[config.mk]
export PLATFORM = sky130hd
export DESIGN_NAME = radix_digit_emitter
export DESIGN_NICKNAME = d
export VERILOG_FILES = /design/src/hdl/rde_pkg.sv /design/src/hdl/radix_digit_emitter.sv /design/src/hdl/rde_ram.sv
export SDC_FILE = /design/constraint.sdc
export NUM_CORES = 1
export LEC_CHECK = 0
export BUFFER_PORTS_ARGS = -buffer_cell sky130_fd_sc_hd__buf_4
export CORE_UTILIZATION = 35
export CTS_BUF_LIST = sky130_fd_sc_hd__clkbuf_4 sky130_fd_sc_hd__clkbuf_8 sky130_fd_sc_hd__clkbuf_16
export DETAILED_ROUTE_END_ITERATION = 8
export PLACE_DENSITY = 0.52
export SYNTH_ARGS = -nofsm -noshare
export SYNTH_HDL_FRONTEND = slang
export SYNTH_SLANG_ARGS = --single-unit
export TNS_END_PERCENT = 30
[constraint.sdc]
create_clock -name clk_i -period 16.7 [get_ports clk_i]
set_input_delay 0.835 -clock clk_i [delete_from_list [all_inputs] [get_ports clk_i]]
set_output_delay 0.835 -clock clk_i [all_outputs]
set_load 0.05 [all_outputs]
[src/hdl/rde_pkg.sv]
// Package for the radix digit emitter: widths, defaults, constants and the ASCII map.
`timescale 1ns / 1ps
package rde_pkg;

  localparam int ValueW       = 32;
  localparam int RadixW       = 5;
  localparam int CharW        = 7;
  localparam int DigitW       = 4;
  localparam int ValueBitsDef = 32;
  localparam int MaxDigitsDef = 32;
  localparam int ChunkBits    = 8;

  localparam logic [RadixW-1:0] RadixReset = 5'd16;
  localparam logic [RadixW-1:0] BaseMin    = 5'd2;
  localparam logic [RadixW-1:0] BaseMax    = 5'd16;
  localparam logic [DigitW-1:0] DecBase    = 4'd10;
  localparam logic [CharW-1:0]  AsciiZero  = 7'd48;
  localparam logic [CharW-1:0]  AsciiA     = 7'd65;

  typedef enum logic [1:0] {
    StIdle,
    StDiv,
    StRd,
    StEmit
  } state_e;

  function automatic logic [CharW-1:0] ascii_of(input logic [DigitW-1:0] d);
    logic [CharW-1:0] c;
    if (d < DecBase) begin
      c = AsciiZero + CharW'(d);
    end else begin
      c = AsciiA + CharW'(d - DecBase);
    end
    return c;
  endfunction

endpackage

[src/hdl/radix_digit_emitter.sv]
// Top level: converts an unsigned word to base 2..16 digits, emitted MSB first as ASCII.
// One shared divide unit retires 8 dividend bits a cycle, working through every chunk of the word
//   for each digit; the digits are then read back through the digit RAM and emitted as the output takes them.
// One word at a time; a zero word yields no digits and the block is ready the next cycle.
// Reset (async, active low): radix 16, digit count 0, idle; digit RAM is not cleared.
`timescale 1ns / 1ps
module radix_digit_emitter #(
  parameter int VALUE_BITS = rde_pkg::ValueBitsDef,
  parameter int MAX_DIGITS = rde_pkg::MaxDigitsDef
) (
  input  logic                        clk_i,
  input  logic                        rst_ni,
  input  logic                        cfg_valid_i,
  output logic                        cfg_ready_o,
  input  logic [rde_pkg::RadixW-1:0]  cfg_data_i,
  input  logic                        in_valid_i,
  output logic                        in_stall_o,
  input  logic [rde_pkg::ValueW-1:0]  value_i,
  output logic                        out_valid_o,
  input  logic                        out_stall_i,
  output logic [rde_pkg::CharW-1:0]   digit_char_o,
  output logic [rde_pkg::DigitW-1:0]  digit_value_o,
  output logic                        last_digit_o
);
  import rde_pkg::*;

  localparam int Chunks = (VALUE_BITS + ChunkBits - 1) / ChunkBits;
  localparam int DivW   = Chunks * ChunkBits;
  localparam int ChunkW = (Chunks > 1) ? $clog2(Chunks) : 1;
  localparam int AddrW  = $clog2(MAX_DIGITS);
  localparam int CountW = $clog2(MAX_DIGITS + 1);
  localparam logic [DivW-1:0] VMask = {DivW{1'b1}} >> (DivW - VALUE_BITS);

  state_e state_q, state_d;
  logic [RadixW-1:0] radix_q;
  logic [RadixW-1:0] base;
  logic [DivW-1:0]   v_q, v_d;
  logic [DigitW-1:0] rem_q, rem_d;
  logic [ChunkW-1:0] chunk_q, chunk_d;
  logic [CountW-1:0] n_q, n_d;
  logic [AddrW-1:0]  rd_q, rd_d;
  logic              out_valid_q, out_valid_d;
  logic [CharW-1:0]  char_q, char_d;
  logic [DigitW-1:0] dval_q, dval_d;
  logic              last_q, last_d;

  logic [DivW+ValueW-1:0] ext;
  logic [DivW-1:0]        v_load;
  logic [DivW+ChunkBits-1:0] shifted;
  logic [ChunkBits-1:0]   qbyte;
  logic [DigitW-1:0]      rem_next;
  logic [DigitW:0]        trial;
  logic                   we;
  logic [DigitW-1:0]      rdata;

  assign ext    = {DivW'(0), value_i};
  assign v_load = ext[DivW-1:0] & VMask;

  always_comb begin
    if (radix_q inside {[BaseMin:BaseMax]}) begin
      base = radix_q;
    end else if (radix_q < BaseMin) begin
      base = BaseMin;
    end else begin
      base = BaseMax;
    end
  end

  // 8 restoring steps on the narrow remainder
  always_comb begin
    rem_next = rem_q;
    qbyte    = '0;
    trial    = '0;
    for (int i = 0; i < ChunkBits; i++) begin
      trial = {rem_next, v_q[DivW-1-i]};
      if (trial >= base) begin
        trial = trial - base;
        qbyte[ChunkBits-1-i] = 1'b1;
      end
      rem_next = trial[DigitW-1:0];
    end
    shifted = {v_q, qbyte};
  end

  always_comb begin
    state_d     = state_q;
    v_d         = v_q;
    rem_d       = rem_q;
    chunk_d     = chunk_q;
    n_d         = n_q;
    rd_d        = rd_q;
    out_valid_d = out_valid_q && out_stall_i;
    char_d      = char_q;
    dval_d      = dval_q;
    last_d      = last_q;
    we          = 1'b0;
    case (state_q)
      StIdle: begin
        if (in_valid_i) begin
          v_d     = v_load;
          rem_d   = '0;
          chunk_d = '0;
          n_d     = '0;
          if (v_load != '0) begin
            state_d = StDiv;
          end
        end
      end
      StDiv: begin
        v_d   = shifted[DivW-1:0];
        rem_d = rem_next;
        if (chunk_q == ChunkW'(Chunks - 1)) begin
          we      = 1'b1;
          rem_d   = '0;
          chunk_d = '0;
          n_d     = n_q + 1'b1;
          rd_d    = n_q[AddrW-1:0];
          if (shifted[DivW-1:0] == '0 || n_q == CountW'(MAX_DIGITS - 1)) begin
            state_d = StRd;
          end
        end else begin
          chunk_d = chunk_q + 1'b1;
        end
      end
      StRd: begin
        state_d = StEmit;
      end
      StEmit: begin
        if (!out_valid_q || !out_stall_i) begin
          out_valid_d = 1'b1;
          char_d      = ascii_of(rdata);
          dval_d      = rdata;
          last_d      = (rd_q == '0);
          if (rd_q == '0) begin
            state_d = StIdle;
          end else begin
            rd_d    = rd_q - 1'b1;
            state_d = StRd;
          end
        end
      end
      default: begin
        state_d = StIdle;
      end
    endcase
  end

  always_ff @(posedge clk_i or negedge rst_ni) begin
    if (!rst_ni) begin
      state_q     <= StIdle;
      radix_q     <= RadixReset;
      n_q         <= '0;
      chunk_q     <= '0;
      out_valid_q <= 1'b0;
    end else begin
      state_q     <= state_d;
      n_q         <= n_d;
      chunk_q     <= chunk_d;
      out_valid_q <= out_valid_d;
      if (cfg_valid_i) begin
        radix_q <= cfg_data_i;
      end
    end
  end

  always_ff @(posedge clk_i) begin
    v_q    <= v_d;
    rem_q  <= rem_d;
    rd_q   <= rd_d;
    char_q <= char_d;
    dval_q <= dval_d;
    last_q <= last_d;
  end

  rde_ram #(
    .Width (DigitW),
    .Depth (MAX_DIGITS)
  ) u_store (
    .clk_i   (clk_i),
    .we_i    (we),
    .waddr_i (n_q[AddrW-1:0]),
    .wdata_i (rem_next),
    .raddr_i (rd_q),
    .rdata_o (rdata)
  );

  assign cfg_ready_o   = 1'b1;
  assign in_stall_o    = (state_q != StIdle);
  assign out_valid_o   = out_valid_q;
  assign digit_char_o  = char_q;
  assign digit_value_o = dval_q;
  assign last_digit_o  = last_q;

endmodule

[src/hdl/rde_ram.sv]
// Generic single-write, single-read RAM with registered read data.
`timescale 1ns / 1ps
module rde_ram #(
  parameter int Width = 4,
  parameter int Depth = 32
) (
  input  logic                     clk_i,
  input  logic                     we_i,
  input  logic [$clog2(Depth)-1:0] waddr_i,
  input  logic [Width-1:0]         wdata_i,
  input  logic [$clog2(Depth)-1:0] raddr_i,
  output logic [Width-1:0]         rdata_o
);

  logic [Width-1:0] mem_q [Depth];
  logic [Width-1:0] rdata_q;

  always_ff @(posedge clk_i) begin
    if (we_i) begin
      mem_q[waddr_i] <= wdata_i;
    end
    rdata_q <= mem_q[raddr_i];
  end

  assign rdata_o = rdata_q;

endmodule

==> out/metrics.cfg, run 1 <==
[synth]
syn-num-nets=882
yosysSeqAreaShare=0.575
synth_most_common_cell=edfxtp_1
synth_cell_type_count=64
synth_top_area_share=0.529
ys_top_cells_by_area=edfxtp_1 (53%), mux4_2 (8.8%), ha_1 (6.2%)
netlist_top_cells_count=edfxtp_1 (181), nand2_1 (132), nor2_1 (56), ha_1 (51), mux4_2 (40)
netlist_area_um2=10300
synth_warnings=0
syn_area_per_cell_um2=13.1
synthFlopType=edfxtp_1
synth-seq-cells=201
yosys.area.top_type=edfxtp_1
synth_edf_count=181
async_reset_ff_frac=0.0796
netlist_instances=785

[placed_design]
gp_congestion=0.841
io_buffers=55
hpwl_um=15800

[clock_tree]
clock-root-buffer=clkbuf_16
cts_made_buffers=24
clock_latency_ns=0.52
cts.clk_slew.worst_paths_ns=0.06
postCtsSetupRepairBufs=0
cts-resized-gates=0
holdBufCountCts=0
clkSinkCount=201
cts_tree=built
cts_buffer_depth=3
cts-htree-levels=1

[sta]
clock-skew-final_ns=0.0232
hold_viol=0
relSlewSlack=0.202
rsz0062_at_grt=no
slew_violations=0
fmax_mhz=67.5
post-route-period-util=0.887
finalSetupTns_ns=0
timing.final.crit_period_ns=14.81
worstMarginPinSlew_ns=1.20
finalSetupViolations=0

[critical_path]
arrival_ns=15.16
cp-start-kind=flop
crit_slowest_cell=a21o_1
crit-reg2reg-launch=radix_q[4]$_DFFE_PN1P_
critPathMaxStageDelay_ns=0.87
cp.required_ns=17.05
r2r-end=rem_q[3]$_SDFFCE_PN0P_
crit_fanout=33
end_kind=flop
critPathKind=reg -> reg
reg2reg_setup_slack_ns=1.89
path_common_cell=a21o_1
reg2reg_depth=53

[route]
viasPerCell=5.07
drt_iter0_markers=375
dr.pass1.iters=6
wire_per_inst_um=18.1
num_vias=6279
drc=0
ant_nets=0
wl_um=22400

[grt]
overflow=0
grt_pass1_vias=6475
grt_max_degree=42
grt_pass1_wl_um=36100
track_usage=0.153
antenna_found_initial=0

[run]
maxCapViolations=0

[run_status]
status=finished clean

[cells_and_area]
num-nets-final=936
multi_input_area_um2=4110
num-fill-cells=2702
area_growth_pct=16.2
diodes=0
drive_gt1_frac=0.211
seqCellArea_um2=5920

[floorplan]
die_h_um=173
die_area_um2=30100
num_io_pins=57
initial_core_util=0.357
die_w_um=173
fp.coreArea_um2=28800
fp-row-count=62

[worst_hold_path]
hold_path.class=in -> async

-- cell families after synthesis --
group | after synthesis | synth area share
AOI/OAI and AO/OA | 96 | 0.0639
xor gates and xnor gates | 29 | 0.0247
adders and majority gates | 62 | 0.0767
buffers and inverters | 66 | 0.0252
DFF | 201 | 0.575
muxes | 70 | 0.120
other | 1 | 0.000365
and+or+nand+nor | 260 | 0.114
-- worst max-delay path by stage --
stage / endpoint / start / slack [ns] / cells after the start
after floorplan: rem_q[0]$_SDFFCE_PN0P_ / radix_q[4]$_DFFE_PN1P_ / 3.78 / 52
after global placement: rem_q[3]$_SDFFCE_PN0P_ / radix_q[4]$_DFFE_PN1P_ / 2.34 / 53
after detailed placement: rem_q[3]$_SDFFCE_PN0P_ / radix_q[4]$_DFFE_PN1P_ / 1.93 / 53
after CTS: rem_q[3]$_SDFFCE_PN0P_ / radix_q[4]$_DFFE_PN1P_ / 1.85 / 53
after global routing: rem_q[3]$_SDFFCE_PN0P_ / radix_q[4]$_DFFE_PN1P_ / 0.72 / 53
final: rem_q[3]$_SDFFCE_PN0P_ / radix_q[4]$_DFFE_PN1P_ / 1.89 / 53
-- registers in the layout, summed over array words and instances (netlist names) --
signal	flops
out_valid_o	1
u_store.mem_q	128
state_q	2
n_q	6
chunk_q	2
v_q	32
rd_q	5
last_digit_o	1
u_store.rdata_o	4
rem_q	4
digit_value_o	4
radix_q	5
digit_char_o	7
-- area by class of cell --
| class | instances | share of cell area |
|---|---|---|
| inverter | 32 | 0.0101 |
| clock buffer | 28 | 0.0528 |
| multi-input combinational | 518 | 0.344 |
| sequential | 201 | 0.495 |
| timing repair buffer | 62 | 0.0390 |
| clock inverter | 14 | 0.0183 |
| tap | 384 | 0.0402 |
-- routing by layer --
metal  part of all wire  vias up  track usage
li1                   -     3037            -
met1               0.46     3093        0.208
met2               0.49      124        0.260
met3              0.037       25       0.0226
met4              0.015        0       0.0306
met5                  0        -            0
-- through the flow --
| step | cells | utilization | setup WS [ns] | instance area, µm² | hold WS, ns |
|---|---|---|---|---|---|
| final | 1239 | 0.415 | 1.89 | 11900 | 0.182 |
| after global placement | 1197 | 0.386 | 2.34 | 11100 | 0.441 |
| after detailed placement | 1197 | 0.386 | 1.93 | 11100 | 0.443 |
| after global routing | 1239 | 0.415 | 0.719 | 11900 | 0.180 |
| after CTS | 1239 | 0.415 | 1.85 | 11900 | 0.176 |
| after floorplan | 785 | - | 3.78 | 10300 | 0.425 |
-- critical path: cells and delay by family (launching register included) --
kind | cells | cell delay, ns
DFF | 1 | 0.37
AOI/OAI and AO/OA | 29 | 7.86
buffers and inverters | 3 | 0.54
adders and majority gates | 9 | 2.89
and+or+nand+nor | 8 | 1.49
muxes | 4 | 1.50
-- cells in the final DEF (no fill, tap or decap), types with 21 or more instances in the layout --
cell type  Yosys  final
edfxtp_1     181    181
nand2_1      132    132
buf_4          1     62
nor2_1        56     56
ha_1          51     51
mux4_2        40     40
inv_1         31     31
clkbuf_16      0     24
a21oi_1       22     21
a21o_1        21     21
Power of run 1 is left out: the tool's default activity adds up to more than one toggle a clock period on the data nets, which glitch-free logic cannot reach.
==> run 2, diff against run 1 <==
- CORE_MARGIN: not set -> 2
- CORE_UTILIZATION: 35 -> 55
- PLACE_DENSITY: 0.52 -> 0.74
==> out/metrics.cfg, run 2 (synthesis results as in run 1) <==
[critical_path]
reg2reg_setup_slack_ns=1.62  ; -0.27 ns
critical-path-top-delay-family=compound AO/OA/AOI/OAI gates
critPathKind=reg -> reg
crit-reg2reg-launch=radix_q[4]$_DFFE_PN1P_
path_common_cell=a21o_1
reg2reg_depth=53  ; unchanged
crit_slowest_cell=a21o_1
critPathMaxStageDelay_ns=0.84  ; -0.03 ns
arrival_ns=15.40  ; +0.24 ns
cp.required_ns=17.02  ; -0.03 ns
cp_num_buf_inv=3  ; unchanged
cp-start-kind=flop
crit_fanout=33  ; unchanged
r2r-end=rem_q[3]$_SDFFCE_PN0P_
end_kind=flop

[clock_tree]
clkSinkCount=201  ; unchanged
cts-resized-gates=0  ; unchanged
cts_tree=built
cts-htree-levels=1  ; unchanged
postCtsSetupRepairBufs=0  ; unchanged
clock-root-buffer=clkbuf_16
cts_made_buffers=20  ; -17%
clock_latency_ns=0.50  ; -0.02 ns
holdBufCountCts=0  ; unchanged
cts_buffer_depth=3  ; unchanged
cts.clk_slew.worst_paths_ns=0.06  ; about the same

[route]
wire_per_inst_um=20.6  ; +14%
drt_iter0_markers=707  ; +89%
ant_nets=0  ; unchanged
viasPerCell=6.03  ; +19%
drc=0  ; unchanged
num_vias=6532  ; +4.0%
dr.pass1.iters=5  ; -1
wl_um=22300  ; -0.74%

[placed_design]
preCtsSetupSlack_ns=1.86  ; -0.0760 ns
gp_congestion=0.905  ; +7.6%
dp.cells=1047  ; -13%
io_buffers=55  ; unchanged
placed_area_um2=10900  ; -1.7%
hpwl_um=15800  ; +0.11%

[cells_and_area]
layout_commonest_cell=edfxtp_1
diodes=0  ; unchanged
largest_reg_flops=128  ; unchanged
num-nets-final=932  ; -0.43%
num-fill-cells=1385  ; -49%
mostFrequentLayoutCells=edfxtp_1 (181), nand2_1 (132), buf_4 (62), nor2_1 (56), ha_1 (51)
max_flop_register=u_store.mem_q
stdcell_area_um2=11500  ; -3.6%
area_growth_pct=12.0
final_cells=1083  ; -13%
drive_gt1_frac=0.201  ; -0.00911

[floorplan]
die_h_um=141  ; -19%
die_w_um=141  ; -19%
initial_core_util=0.555  ; +0.198
fp.coreArea_um2=18500  ; -36%
fp-row-count=50  ; -19%
die_area_um2=19800  ; -34%
num_io_pins=57  ; unchanged

[sta]
finalSetupTns_ns=0  ; unchanged
fmax_mhz=66.3  ; -1.8%
hold_viol=0  ; unchanged
rsz0062_at_grt=no
layout_setup_ws_ns=1.62  ; -0.270 ns
relSlewSlack=0.198  ; -0.00384
slew_violations=0  ; unchanged
clock-skew-final_ns=0.0130  ; -0.0101 ns
finalSetupViolations=0  ; unchanged
timing.final.crit_period_ns=15.08  ; +0.270 ns
worstMarginPinSlew_ns=1.20  ; +0.000329 ns
post-route-period-util=0.903  ; +0.0162

[grt]
grt_pass1_vias=6721  ; +3.8%
overflow=0  ; unchanged
track_usage=0.228  ; +0.0752
antenna_found_initial=0  ; unchanged
grt_pass1_wl_um=35100  ; -2.6%
grt_max_degree=41  ; -2.4%

[worst_hold_path]
hold_path.class=in -> async

[run_status]
status=finished clean

[run]
maxCapViolations=0  ; unchanged

==> run 2: cell types whose count changed in the layout (fill, tap and decap cells not counted), sizes merged <==
cell      previous run  this run
bufinv               5         0
clkbuf              28        25
clkinv               7        10
clkinvlp             1         0
==> run 2: area by class of cell <==
type	count	area [µm²]	area share
Timing Repair Buffer	62	465	0.0404
Tap cell	234	293	0.0254
Multi-Input combinational cell	518	4110	0.357
Inverter	32	120	0.0104
Clock inverter	11	66.3	0.00576
Clock buffer	25	544	0.0472
Sequential cell	201	5920	0.514
==> run 2: through the flow <==
stage / util / hold slack, ns
floorplan: - / 0.425
global placement: 0.589 / 0.445
detailed placement: 0.589 / 0.446
CTS: 0.622 / 0.190
global route: 0.622 / 0.192
finish: 0.622 / 0.197
==> run 2: worst max-delay path by stage <==
stage                            from  depth (start not counted)                endpoint
6_report       radix_q[4]$_DFFE_PN1P_                         53  rem_q[3]$_SDFFCE_PN0P_
5_1_grt        radix_q[4]$_DFFE_PN1P_                         53  rem_q[3]$_SDFFCE_PN0P_
4_1_cts        radix_q[4]$_DFFE_PN1P_                         53  rem_q[3]$_SDFFCE_PN0P_
3_5_place_dp   radix_q[4]$_DFFE_PN1P_                         53  rem_q[3]$_SDFFCE_PN0P_
3_3_place_gp   radix_q[4]$_DFFE_PN1P_                         53  rem_q[3]$_SDFFCE_PN0P_
2_1_floorplan  radix_q[4]$_DFFE_PN1P_                         52  rem_q[0]$_SDFFCE_PN0P_
==> run 2: metal layers <==
metal | GRT usage | up-vias | part of all wire
met4 | 0.0805 | 0 | 0.030
li1 | - | 3024 | -
met3 | 0.0313 | 47 | 0.059
met1 | 0.292 | 3204 | 0.40
met2 | 0.402 | 257 | 0.51
met5 | 0 | - | 0
Power of run 2 is left out for the same reason.
